[src/rtl/rvz_pkg.sv]
`timescale 1ns / 1ps
// ----------------------------------------------------------------------------
// rvz_pkg
// Shared constants, types and the CORDIC arctangent table for the Z-axis
// vector rotator.
// ----------------------------------------------------------------------------
package rvz_pkg;

    // Default field widths (components carry 12 fraction bits by convention)
    localparam int COMPONENT_WIDTH_DEF = 24;
    localparam int ANGLE_WIDTH_DEF     = 16;

    // CORDIC datapath: angles in 2^32 units per turn, trig values in Q2.30
    localparam int TRIG_W       = 32;
    localparam int CORDIC_STEPS = 30;
    localparam int TRIG_SHIFT   = 30;
    localparam int SPLIT_BITS   = 24;

    // K * 2^30, gain of the 30-step CORDIC folded into the start value
    localparam logic signed [TRIG_W-1:0] CORDIC_GAIN = 32'sd652032874;

    // Control tag that travels with every pipeline stage
    typedef struct packed {
        logic valid;  // stage holds an item
        logic flip;   // angle was folded by pi, negate sin and cos
    } t_tag;

    // atan(2^-i) in 2^32-per-turn units
    function automatic logic signed [TRIG_W-1:0] atan_step(input int step);
        logic signed [TRIG_W-1:0] v;
        case (step)
            0:       v = 32'sd536870912;
            1:       v = 32'sd316933406;
            2:       v = 32'sd167458907;
            3:       v = 32'sd85004756;
            4:       v = 32'sd42667331;
            5:       v = 32'sd21354465;
            6:       v = 32'sd10679838;
            7:       v = 32'sd5340245;
            8:       v = 32'sd2670163;
            9:       v = 32'sd1335087;
            10:      v = 32'sd667544;
            11:      v = 32'sd333772;
            12:      v = 32'sd166886;
            13:      v = 32'sd83443;
            14:      v = 32'sd41722;
            15:      v = 32'sd20861;
            16:      v = 32'sd10430;
            17:      v = 32'sd5215;
            18:      v = 32'sd2608;
            19:      v = 32'sd1304;
            20:      v = 32'sd652;
            21:      v = 32'sd326;
            22:      v = 32'sd163;
            23:      v = 32'sd81;
            24:      v = 32'sd41;
            25:      v = 32'sd20;
            26:      v = 32'sd10;
            27:      v = 32'sd5;
            28:      v = 32'sd3;
            29:      v = 32'sd1;
            default: v = '0;
        endcase
        return v;
    endfunction

endpackage

[src/rtl/rvz_cordic_stage.sv]
`timescale 1ns / 1ps
// ----------------------------------------------------------------------------
// rvz_cordic_stage
// One registered CORDIC rotation-mode micro-rotation. The vector payload
// rides along unchanged.
// ----------------------------------------------------------------------------
module rvz_cordic_stage #(
    parameter int STEP    = 0,
    parameter int PAY_W   = 72
) (
    input  logic                               i_clk,
    input  logic                               i_rst_n,
    input  logic                               i_ce,
    input  rvz_pkg::t_tag                      i_tag,
    input  logic signed [rvz_pkg::TRIG_W-1:0]  i_cx,
    input  logic signed [rvz_pkg::TRIG_W-1:0]  i_sy,
    input  logic signed [rvz_pkg::TRIG_W-1:0]  i_z,
    input  logic        [PAY_W-1:0]            i_pay,
    output rvz_pkg::t_tag                      o_tag,
    output logic signed [rvz_pkg::TRIG_W-1:0]  o_cx,
    output logic signed [rvz_pkg::TRIG_W-1:0]  o_sy,
    output logic signed [rvz_pkg::TRIG_W-1:0]  o_z,
    output logic        [PAY_W-1:0]            o_pay
);
    import rvz_pkg::*;

    localparam logic signed [TRIG_W-1:0] ATAN = atan_step(STEP);

    t_tag                      r_tag;
    logic signed [TRIG_W-1:0]  r_cx, r_sy, r_z;
    logic        [PAY_W-1:0]   r_pay;
    logic signed [TRIG_W-1:0]  n_cx, n_sy, n_z;
    logic signed [TRIG_W-1:0]  dx, dy;

    // Shift-add rotation toward zero residual angle
    always_comb begin
        dx = i_sy >>> STEP;
        dy = i_cx >>> STEP;
        if (!i_z[TRIG_W-1]) begin
            n_cx = i_cx - dx;
            n_sy = i_sy + dy;
            n_z  = i_z - ATAN;
        end else begin
            n_cx = i_cx + dx;
            n_sy = i_sy - dy;
            n_z  = i_z + ATAN;
        end
    end

    // Control: valid cleared on reset
    always_ff @(posedge i_clk) begin
        if (!i_rst_n) begin
            r_tag <= '0;
        end else if (i_ce) begin
            r_tag <= i_tag;
        end
    end

    // Data
    always_ff @(posedge i_clk) begin
        if (i_ce) begin
            r_cx  <= n_cx;
            r_sy  <= n_sy;
            r_z   <= n_z;
            r_pay <= i_pay;
        end
    end

    assign o_tag = r_tag;
    assign o_cx  = r_cx;
    assign o_sy  = r_sy;
    assign o_z   = r_z;
    assign o_pay = r_pay;

endmodule

[config.mk]
export PLATFORM = sky130hd
export DESIGN_NAME = rvz_cordic_stage
export DESIGN_NICKNAME = d
export VERILOG_FILES = /design/src/rtl/rvz_pkg.sv /design/src/rtl/rvz_cordic_stage.sv
export SDC_FILE = /design/constraint.sdc
export NUM_CORES = 1
export LEC_CHECK = 0
export BUFFER_PORTS_ARGS = -buffer_cell sky130_fd_sc_hd__buf_2
export CAP_MARGIN = 0
export CORE_MARGIN = 2
export CORE_UTILIZATION = 35
export DETAILED_ROUTE_END_ITERATION = 16
export SETUP_SLACK_MARGIN = 0.3
export SKIP_CTS_REPAIR_TIMING = 1
export SLEW_MARGIN = 20
export SYNTH_ARGS = -nofsm -noshare
export SYNTH_HDL_FRONTEND = slang
export SYNTH_SLANG_ARGS = --single-unit
[constraint.sdc]
create_clock -name i_clk -period 3.21 [get_ports i_clk]
set_input_delay 0.321 -clock i_clk [delete_from_list [all_inputs] [get_ports i_clk]]
set_output_delay 0.321 -clock i_clk [all_outputs]
set_load 0.005 [all_outputs]
Word level (Yosys, flattened, before mapping)

Index checks and enable logic that the tools add are counted.

Bitwise logic cells: 0
Shifts and indexed selects: 0
Div/mod/pow operators: 0
Muxes and demuxes: 3
Multiply operators: 0
Reduce and logical (&&, ||, !) cells: 0
$add $sub $neg: 5
Equality and inequality tests: 0
Magnitude comparators: 0

Operators by type and width:

| kind                                                | count |
|---|---|
| 2-to-1 mux 32 bit                                   | 3 |
| subtractor 32 bit                                   | 2 |
| adder 32 x 31 -> 32 bit, second input constant      | 1 |
| adder 32 bit                                        | 1 |
| subtractor 32 x 31 -> 32 bit, second input constant | 1 |

Bits in latches: 0
Bits of input ports: 173
Bits in registers: 170
Bits in writable memories: 0
Word-level logic and storage cells: 14
Bits in read-only memories: 0
Memories kept: 0

Logic depth before layout (Yosys ltp)

Gate-level depths: netlist (run 1).

Word-level depth: 2
Depth in mapped cells: 12
Mapped depth without buffers: 11

Worst setup path before layout (run 1)

No wires, ideal clock.

Kind: in2reg
From: in i_cx[0] (netlist name)
To: reg r_sy[30] (netlist: o_sy[30]), data pin
Stages on the path: 11
Data arrival time: 2589 ps
Path buffers: 0
Slack: 358 ps
Cells stage by stage: ha_1 -> fa_1 -> nor2b_1 -> o311ai_2 -> a21oi_2 -> a31oi_2 -> nor2_1 -> a211o_1 -> a2111oi_2 -> o311ai_1 -> xnor2_1

Word-level cells in the longest chain between the ends: 2

RTL lines:

| element                                                  | line                                           | RTL |
|---|---|---|
| from (decl)                                              | rvz_cordic_stage.sv:15                         | `input logic signed [rvz_pkg::TRIG_W-1:0] i_cx,` |
| adder 32 bit / subtractor 32 bit (equally long branches) | rvz_cordic_stage.sv:41, rvz_cordic_stage.sv:45 |  |
| 2-to-1 mux 32 bit *                                      | rvz_cordic_stage.sv:39                         | `if (!i_z[TRIG_W-1]) begin` |
| net n_sy[30]                                             | rvz_cordic_stage.sv:32                         | `logic signed [TRIG_W-1:0] n_cx, n_sy, n_z;` |
| to (signal assigned)                                     | rvz_cordic_stage.sv:63                         | `r_sy <= n_sy;` |
| to (decl)                                                | rvz_cordic_stage.sv:30                         | `logic signed [TRIG_W-1:0] r_cx, r_sy, r_z;` |

Mark *: on every way through the listed nets, which the timed path passes. The rest lies on a longest branch.
A chain may end at the register's enable or synchronous reset.

Worst setup path after layout (run 1)

Same ends and word-level chain as after synthesis.

==> impl_results.md, run 1 <==
* Final Skew at 0 ns
* Syn_area_per_cell at between 10 and 15 µm²
* Share of layout cells above drive strength 1 at 34.0%
* Hold Startpoint: i_pay[25]
* First-pass GRT wire length at 51700 µm
* Post-synth top cells: edfxtp_1, a21oi_1, ha_1
* Syn. warnings at 0
* Fin area at 0.0140 mm²
* Kind of end point of the critical path: flip-flop
* Clock share of power at between 20% and 30%
* Post-synth EDFFs at between 150 and 200
* Worst EP required at between 3 and 4 ns
* Async set-reset flop share out of synthesis at 0%
* Status: complete, no violations
* CTS tree: yes
* Initial core utilization at 35.3%
* Sw Share at between 30% and 40%
* Total grt overflow at 0
* Worst-Margin Slew at 0.761 ns
* Worst skew pair latency at between 0.4 and 0.5 ns
* FF/Latch Area at just over 0.005 mm²
* Die width at approximately 180 µm
* Cell taking the most area after synthesis: edfxtp_1
* Cell Area, Synth at 0.0107 mm²
* Area Overhead vs Synth at 30.1%
* H-tree levels at 4
* Synth area leaders: edfxtp_1, ha_1, a21oi_1
* Leak Pwr at just over 6 nW
* Synth top area share at a little under half
* Synth Net Count at about 1300
* Post-Syn Instances at between 1000 and 1500
* Synth cell types at 75
* TritonRoute pass-1 iters at 6
* Die Area at around 0.032 mm²
* Post-synthesis sequential area ratio at approximately 47%
* Core box area at approximately 0.030 mm²
* Hold depth at 1
* Slew HR at around half
* DP Area at approximately 0.013 mm²
* Final Max Slew Viols at 0
* Count leader, synth: edfxtp_1
* Antenna violations before repair at 2
* CP max FO at 3
* Die Y at about 180 µm
* Site row count at between 60 and 70
* Pre-CTS setup slack at -0.0955 ns
* Vias at around 9400
* Worst r2r src: o_tag[0]$_SDFFE_PN0P_
* CTS Buf Count at 17
* # port buffers at around 340
* R2R Path End: o_tag[0]$_SDFFE_PN0P_
* Crit path kind: primary input to flip-flop
* RSZ-0062 raised after global routing: true
* FF+latch count, synth at between 150 and 200
* Top_reg_cell synth: edfxtp_1
* Peak VDD IR at ~0.00033 V
* Final RePlAce weighted congestion at between 0.9 and 1
* Area of the multi-input gates at just over 0.005 mm²
* Min Tclk post-route at 2.81 ns
* Net count, final at around 1700
* Pwr Total at ~6.6 mW
* Worst R2R Setup Slack at 2.61 ns
* Total track usage at around 22%
* Post-route clock period utilization at between 80 and 90%
* Crit path launch: i_cx[0]
* CP max stage cell: fa_1
* PwrDens at between 400 and 500 mW/mm²
* CP cell instances: buf_2, ha_1, fa_1, nor2b_1, o311ai_2, a21oi_2, a31oi_2, nor2_1, a211o_1, a2111oi_4, o311ai_1, xnor2_1
* Vias per cell at 5.09
* Hold Crit Endpoint: o_pay[25]$_DFFE_PP_
* Fillers at between 2000 and 3000
* Sink Count at between 150 and 200
* Cell Int Power at between 4 and 5 mW
* DRT iter0 DRCs at a little under 900
* Critical path's top delay family: compound AO/OA/AOI/OAI gates
* Flop pwr share at between 40% and 50%
* Combinational share of power at about 28%
* CTS clk-pin slew, worst paths at approximately 0.07 ns
* Worst reg2reg path depth at 2
* Psw at around 2.0 mW
* Routed WL at roughly 36000 µm
* Final hold violation count at 0
* Wire length per cell at just under 20 µm
* Clock Path Buffers at 2
* Hold crit path type: primary input to flip-flop
* F_max at 356 MHz
* Startpoint types: primary input
* I/O pin count at around 340
* WP buf/inv at 1
* Setup violators final at 0
* CP max stage delay at about 0.38 ns
* Antenna Nets Post-Route at 0
* CTS root buf: clkbuf_16
* HPWL after DPL at between 20000 and 30000 µm
* Post-route core utilization at a little under half
* Maxcap violations at 0
* WP data arrival at approximately 3 ns
* DRC viols at 0
* Pin count of the biggest net entering global routing at 74
* Worst setup margin at around 0.4 ns
* Number of global-route vias before repair at ~8700
-- cell families (layout without fill, tap and decap cells) --
family                   Yosys count  in the layout  share of synthesized area [%]
AO/OA/AOI/OAI                    315            315                           18.7
XOR/XNOR                          62             62                           5.06
adder cells (fa/ha/maj)          105            105                           12.4
buffers and inverters            143            556                           5.55
flip-flops                       169            169                           47.1
multiplexers                      13             13                           1.22
other                              0              3                              0
AND/OR/NAND/NOR                  225            225                           9.97
-- registers in the layout (all words and copies together), names as in the netlist --
| register | flops |
|---|---|
| o_cx | 31 |
| o_pay | 72 |
| o_tag | 2 |
| o_sy | 32 |
| o_z | 32 |
-- through the flow --
| step | std cells | setup TNS [ns] | hold slack, ns |
|---|---|---|---|
| CTS | 1840 | 0 | 0.0377 |
| detailed placement | 1808 | -0.177 | 0.499 |
| global placement | 1808 | -0.134 | 0.494 |
| floorplan | 1032 | 0 | 0.420 |
| global route | 1842 | 0 | 0.0306 |
| finish | 1844 | 0 | 0.0640 |
-- metal layers --
layer  part of all wire (%)  global-route usage, %
met5                      0                      0
met4                    1.8                   6.12
met3                    8.2                   4.07
met2                     48                   36.1
met1                     42                   28.5
-- how the worst max path moves through the flow --
stage,endpoint,slack [ns],cells past startpoint
after floorplan,o_sy[30]$_DFFE_PP_,0.36,11
after global placement,o_cx[30]$_DFFE_PP_,-0.07,12
after detailed placement,o_sy[30]$_DFFE_PP_,-0.1,12
after CTS,o_sy[30]$_DFFE_PP_,0.37,12
after global routing,o_sy[30]$_DFFE_PP_,0.29,12
final,o_sy[30]$_DFFE_PP_,0.40,12
-- cell usage in the layout, fill, tap and decap left out, types with 12 or more instances in the layout --
master     instances
a21oi_1          118
a211oi_1          14
ha_1             102
mux2i_1           12
o21bai_1          23
edfxtp_1         167
nand2_1           41
buf_2            341
nor3_1            17
clkbuf_16         17
nor2b_1           15
buf_4             79
a21o_1            19
nand3_1           17
nor2_1            89
inv_1             90
o21ai_0           56
xnor2_1           56
-- power groups by stage --
stage | sequential [mW] | clock [mW] | combinational, mW
6_report | 2.82 | 1.97 | 1.82
5_1_grt | 2.84 | 2.11 | 1.99
4_1_cts | 2.83 | 2.02 | 1.82
3_5_place_dp | 2.87 | 0 | 1.81
3_3_place_gp | 2.87 | 0 | 1.80
2_1_floorplan | 2.89 | 0 | 0.877
-- final cells by class --
type                       count  area share [%]
antenna                        3          0.0537
timing repair buffer         423            16.8
inverter                     101            2.72
multi-input combinational    720            36.6
sequential                   169            36.2
tap                          396            3.55
clock inverter                15            1.06
clock buffer                  17            3.05
(Power assumes the default switching activity.)
==> run 2: changes to the inputs <==
CORE_UTILIZATION = 40   (was 35)
PLACE_DENSITY = 0.75   (was unset)
==> run 2 against run 1 <==
Against the previous run:
- clock skew is the same
- clock power decreased by 2%
- sequential power is essentially flat
- critical path type unchanged
==> impl_results.md, run 2 (synthesis results as in run 1) <==
* Vias per cell at 5.32 (was 5.09)
* Worst setup margin at 0.413 ns (was 0.402 ns)
* Slew HR at 47.0% (was 49.3%)
* Core box area at 0.0262 mm² (was 0.0304 mm²)
* CP max FO at 4 (was 3)
* Status: complete, no violations (unchanged)
* Min Tclk post-route at 2.80 ns (was 2.81 ns)
* Peak VDD IR at 0.000317 V (was 0.000331 V)
* Dpl cells at 1752 (was 1808)
* FF/Latch Area at 0.00505 mm² (unchanged)
* Pin count of the biggest net entering global routing at 85 (was 74)
* Startpoint types: primary input (unchanged)
* Leak Pwr at 6.25 nW (was 6.24 nW)
* Clock Path Buffers at 2 (unchanged)
* Initial core utilization at 41.0% (was 35.3%)
* Final cell count without fillers at 1784 (was 1844)
* TritonRoute pass-1 iters at 5 (was 6)
* CTS Buf Count at 17 (unchanged)
* Final hold violation count at 0 (unchanged)
* Antenna cells at 0 (was 3)
* Number of global-route vias before repair at 9087 (was 8744)
* RSZ-0062 raised after global routing: false (was true)
* Worst-Margin Slew at 0.794 ns (was 0.761 ns)
* Total track usage at 24.5% (was 21.6%)
* # port buffers at 342 (unchanged)
* PwrDens at 474 mW/mm² (was 473 mW/mm²)
* Routed WL at 35200 µm (was 36000 µm)
* Most frequent cells in the layout: buf_2, edfxtp_1, a21oi_1 (unchanged)
* Final Skew at 0 ns (unchanged)
* Commonest non-fill, non-tap cell in the layout: buf_2 (unchanged)
* Fin area at 0.0139 mm² (was 0.0140 mm²)
* Antenna violations before repair at 2 (unchanged)
* Final RePlAce weighted congestion at 0.958 (was 0.917)
* DRT iter0 DRCs at 921 (was 878)
* Area Overhead vs Synth at 29.4% (was 30.1%)
* Die width at 168 µm (was 179 µm)
* Setup violators final at 0 (unchanged)
* Maxcap violations at 0 (unchanged)
* Kind of end point of the critical path: flip-flop (unchanged)
* First-pass GRT wire length at 52700 µm (was 51700 µm)
* Final Max Slew Viols at 0 (unchanged)
* Worst skew pair latency at 0.42 ns (about the same)
* Antenna Nets Post-Route at 0 (unchanged)
* I/O pin count at 343 (unchanged)
* Share of layout cells above drive strength 1 at 34.3% (was 34.0%)
* DP Area at 0.0133 mm² (was 0.0134 mm²)
* Hold crit path type: primary input to flip-flop (unchanged)
* Area of the multi-input gates at 0.00511 mm² (about the same)
* Net count, final at 1714 (was 1710)
* Die Y at 168 µm (was 179 µm)
* Sink Count at 169 (unchanged)
* Crit path kind: primary input to flip-flop (unchanged)
* Post-route clock period utilization at 87.1% (was 87.5%)
* Pre-CTS setup slack at -0.0700 ns (was -0.0955 ns)
* CTS tree: yes (unchanged)
* Wire length per cell at 19.8 µm (was 19.5 µm)
* H-tree levels at 4 (unchanged)
* F_max at 358 MHz (was 356 MHz)
* CTS clk-pin slew, worst paths at 0.07 ns (about the same)
* Total grt overflow at 0 (unchanged)
* CTS root buf: clkbuf_16 (unchanged)
* Die Area at 0.0282 mm² (was 0.0321 mm²)
* Fillers at 2379 (was 2990)
* Vias at 9493 (was 9392)
* WP data arrival at 2.97 ns (was 2.98 ns)
* Site row count at 59 (was 64)
* DRC viols at 0 (unchanged)
* HPWL after DPL at 28800 µm (was 29700 µm)
* Worst EP required at 3.38 ns (was 3.39 ns)
* Max reg flops at 72 (unchanged)
[run 2: cell count changes in the layout (fill, tap and decap cells not counted), sizes merged]
cell      previous run  this run
buf                423       427
bufinv               1         0
clkinv              15        12
clkinvlp             2         1
diode                3         0
inv                 98       103
[run 2: layout make-up]
class | count | area share (%)
inverters | 101 | 2.74
flip-flops and latches | 169 | 36.4
multi-input cells | 720 | 36.8
repair buffers | 427 | 17.0
clock inverters | 15 | 0.982
well taps | 335 | 3.02
clock buffers | 17 | 3.06
[run 2: final timing paths]
kind                    startpoint               endpoint  slack, ns  cells after the start
max reg2reg  o_tag[0]$_SDFFE_PN0P_  o_tag[0]$_SDFFE_PN0P_       2.61                      2
max                        i_cx[1]     o_sy[26]$_DFFE_PP_       0.41                     14
min reg2reg  o_tag[1]$_SDFFE_PN0P_  o_tag[1]$_SDFFE_PN0P_       0.52                      2
min                      i_pay[38]    o_pay[38]$_DFFE_PP_       0.07                      1
[run 2: metal layers]
| layer | wire (µm) | global-route usage, % |
|---|---|---|
| met2 | 15900 | 38.2 |
| met5 | 32 | 0 |
| met4 | 1080 | 9.00 |
| met1 | 15400 | 34.0 |
| met3 | 2920 | 4.82 |
[run 2: power by group]
part | internal (mW) | leakage [nW] | switching (mW)
Clock | 1.02 | 0.275 | 0.908
Combinational | 0.773 | 4.32 | 1.07
Sequential | 2.74 | 1.65 | 0.0679
[run 2: critical path: stages]
cell and delay [ns]:
buf_2 0.13, inv_1 0.08, ha_1 0.30, nor2b_1 0.29
o31ai_1 0.12, buf_4 0.16, a211oi_1 0.42, nor2_1 0.12
o21ai_1 0.16, buf_4 0.16, a21oi_1 0.10, o21ai_0 0.27
o21ai_0 0.19, xnor2_1 0.15
[run 2: metrics by stage]
| step | util, % | power, mW | hold WS [ns] | TNS, ns |
|---|---|---|---|---|
| 3_5_place_dp | 50.8 | 4.67 | 0.499 | -0.134 |
| 3_3_place_gp | 50.8 | 4.65 | 0.495 | -0.0807 |
| 6_report | 53.0 | 6.58 | 0.0673 | 0 |
| 2_1_floorplan | - | 3.77 | 0.420 | 0 |
| 4_1_cts | 52.9 | 6.61 | 0.0416 | 0 |
| 5_1_grt | 53.0 | 6.88 | 0.0443 | 0 |
==> run 3: changes to the inputs <==
PLACE_DENSITY = 0.65   (was 0.75)
==> run 3 against run 2 <==
Against the previous run:
- total power is 1.1% higher
- sequential power hardly changed
- clock power is 7% higher
- worst setup slack worse by 0.030 ns
- first-iteration DRC count is 6.4% lower
- highest routed layer is now met4
==> impl_results.md, run 3 (synthesis results as in run 1) <==
* Status: complete, no violations (unchanged)
* Final RePlAce weighted congestion at 0.949 (was 0.958)
* CTS tree: yes (unchanged)
* WP data arrival at 3.01 ns (was 2.97 ns)
* GRT met1 Usage at 32.4% (was 34.0%)
* Share of layout cells above drive strength 1 at 33.3% (was 34.3%)
* Pin count of the biggest net entering global routing at 67 (was 85)
* M2 GR Usage at 38.3% (was 38.2%)
* Setup_tns at 0 ns (unchanged)
* Worst r2r src: o_tag[0]$_SDFFE_PN0P_ (unchanged)
* CTS clk-pin slew, worst paths at 0.08 ns (was 0.07 ns)
* Hold Crit Endpoint: o_pay[3]$_DFFE_PP_ (was o_pay[38]$_DFFE_PP_)
* Most frequent cells in the layout: buf_2, edfxtp_1, a21oi_1 (unchanged)
* # port buffers at 342 (unchanged)
* Worst setup margin at 0.384 ns (was 0.413 ns)
* F_max at 354 MHz (was 358 MHz)
* CTS root buf: clkbuf_16 (unchanged)
* Die width at 168 µm (unchanged)
* Total grt overflow at 0 (unchanged)
* Worst-Margin Slew at 0.618 ns (was 0.794 ns)
* TritonRoute pass-1 iters at 5 (unchanged)
* Final Skew at 0 ns (unchanged)
* Fin area at 0.0138 mm² (was 0.0139 mm²)
* Worst skew pair latency at 0.42 ns (about the same)
* CP max FO at 4 (unchanged)
* Core box area at 0.0262 mm² (unchanged)
* Hold depth at 1 (unchanged)
* Routed WL at 34100 µm (was 35200 µm)
* Final cell count without fillers at 1764 (was 1784)
* DRT iter0 DRCs at 862 (was 921)
* Kind of end point of the critical path: flip-flop (unchanged)
* Worst R2R Setup Slack at 2.58 ns (was 2.61 ns)
* Worst reg2reg path depth at 2 (unchanged)
* R2R Path End: o_tag[0]$_SDFFE_PN0P_ (unchanged)
* Clock Path Buffers at 2 (unchanged)
* HPWL after DPL at 27800 µm (was 28800 µm)
* Pwr Total at 6.66 mW (was 6.58 mW)
* PwrDens at 483 mW/mm² (was 474 mW/mm²)
* Area Overhead vs Synth at 28.3% (was 29.4%)
* I/O pin count at 343 (unchanged)
* Die Area at 0.0282 mm² (unchanged)
* Vias per cell at 5.30 (was 5.32)
* Antenna Nets Post-Route at 0 (unchanged)
* Hold crit path type: primary input to flip-flop (unchanged)
* Peak VDD IR at 0.000268 V (was 0.000317 V)
* DP Area at 0.0132 mm² (was 0.0133 mm²)
* Total track usage at 23.4% (was 24.5%)
* Worst hold slack at 0.0603 ns (was 0.0673 ns)
* Post-route clock period utilization at 88.0% (was 87.1%)
* DRC viols at 0 (unchanged)
* Max reg flops at 72 (unchanged)
* CTS Buf Count at 17 (unchanged)
* Antenna violations before repair at 1 (was 2)
* Setup violators final at 0 (unchanged)
* Initial core utilization at 41.0% (unchanged)
* Met3 usage at 4.07% (was 4.82%)
* Slew HR at 58.8% (was 47.0%)
* RSZ-0062 raised after global routing: true (was false)
* Leak Pwr at 6.17 nW (was 6.25 nW)
* Post-route core utilization at 52.6% (was 53.0%)
* Commonest non-fill, non-tap cell in the layout: buf_2 (unchanged)
* Number of global-route vias before repair at 8707 (was 9087)
* Crit path kind: primary input to flip-flop (unchanged)
* H-tree levels at 4 (unchanged)
* Site row count at 59 (unchanged)
* Pre-CTS setup slack at -0.0901 ns (was -0.0700 ns)
* Maxcap violations at 0 (unchanged)
* First-pass GRT wire length at 50300 µm (was 52700 µm)
* Final Max Slew Viols at 0 (unchanged)
* Vias at 9351 (was 9493)
* Sink Count at 169 (unchanged)
* Min Tclk post-route at 2.83 ns (was 2.80 ns)
* Worst EP required at 3.39 ns (was 3.38 ns)
* Net count, final at 1693 (was 1714)
* Wire length per cell at 19.3 µm (was 19.8 µm)
* Die Y at 168 µm (unchanged)
* Dpl cells at 1731 (was 1752)
* Startpoint types: primary input (unchanged)
* Final hold violation count at 0 (unchanged)
* Gr busiest metal: met2 (unchanged)
* Fillers at 2409 (was 2379)
* Hold Startpoint: i_pay[3] (was i_pay[38])
run 3: area by class of cell:
class	instances	area (µm²)	share of cell area, %
multi-input cells	720	5110	37.1
flip-flops and latches	169	5050	36.7
repair buffers	406	2210	16.0
clock buffers	17	425	3.09
well taps	335	419	3.04
inverters	101	380	2.76
clock inverters	15	180	1.31
diodes	1	2.50	0.0182
run 3: worst max-delay path, stage by stage:
cell	delay (ns)
buf_2	0.11
ha_1	0.21
fa_1	0.41
nor2b_1	0.19
o311ai_2	0.36
a21oi_2	0.15
a31oi_2	0.20
nor2_1	0.09
a211o_1	0.33
a2111oi_4	0.33
o311ai_1	0.17
xnor2_1	0.15
run 3: how the worst max path moves through the flow:
| stage | cells past startpoint | to | slack (ns) | from |
|---|---|---|---|---|
| finish | 12 | o_sy[30]$_DFFE_PP_ | 0.38 | i_cx[0] |
| global route | 12 | o_cx[30]$_DFFE_PP_ | 0.30 | i_cx[0] |
| CTS | 12 | o_sy[30]$_DFFE_PP_ | 0.36 | i_cx[0] |
| detailed placement | 12 | o_sy[30]$_DFFE_PP_ | -0.09 | i_cx[0] |
| global placement | 12 | o_cx[30]$_DFFE_PP_ | -0.06 | i_cx[0] |
| floorplan | 11 | o_sy[30]$_DFFE_PP_ | 0.36 | i_cx[0] |
run 3: where the power goes:
part	internal (mW)	leakage (nW)	switching [mW]
combinational	0.748	4.22	1.04
clock	1.12	0.296	0.948
sequential	2.74	1.65	0.0632
run 3: routing by layer:
metal  share of wire, %  up-vias
li1                   -     4488
met1                 44     4376
met2                 47      456
met3                7.4       31
met4                1.8        0
met5                  0        -
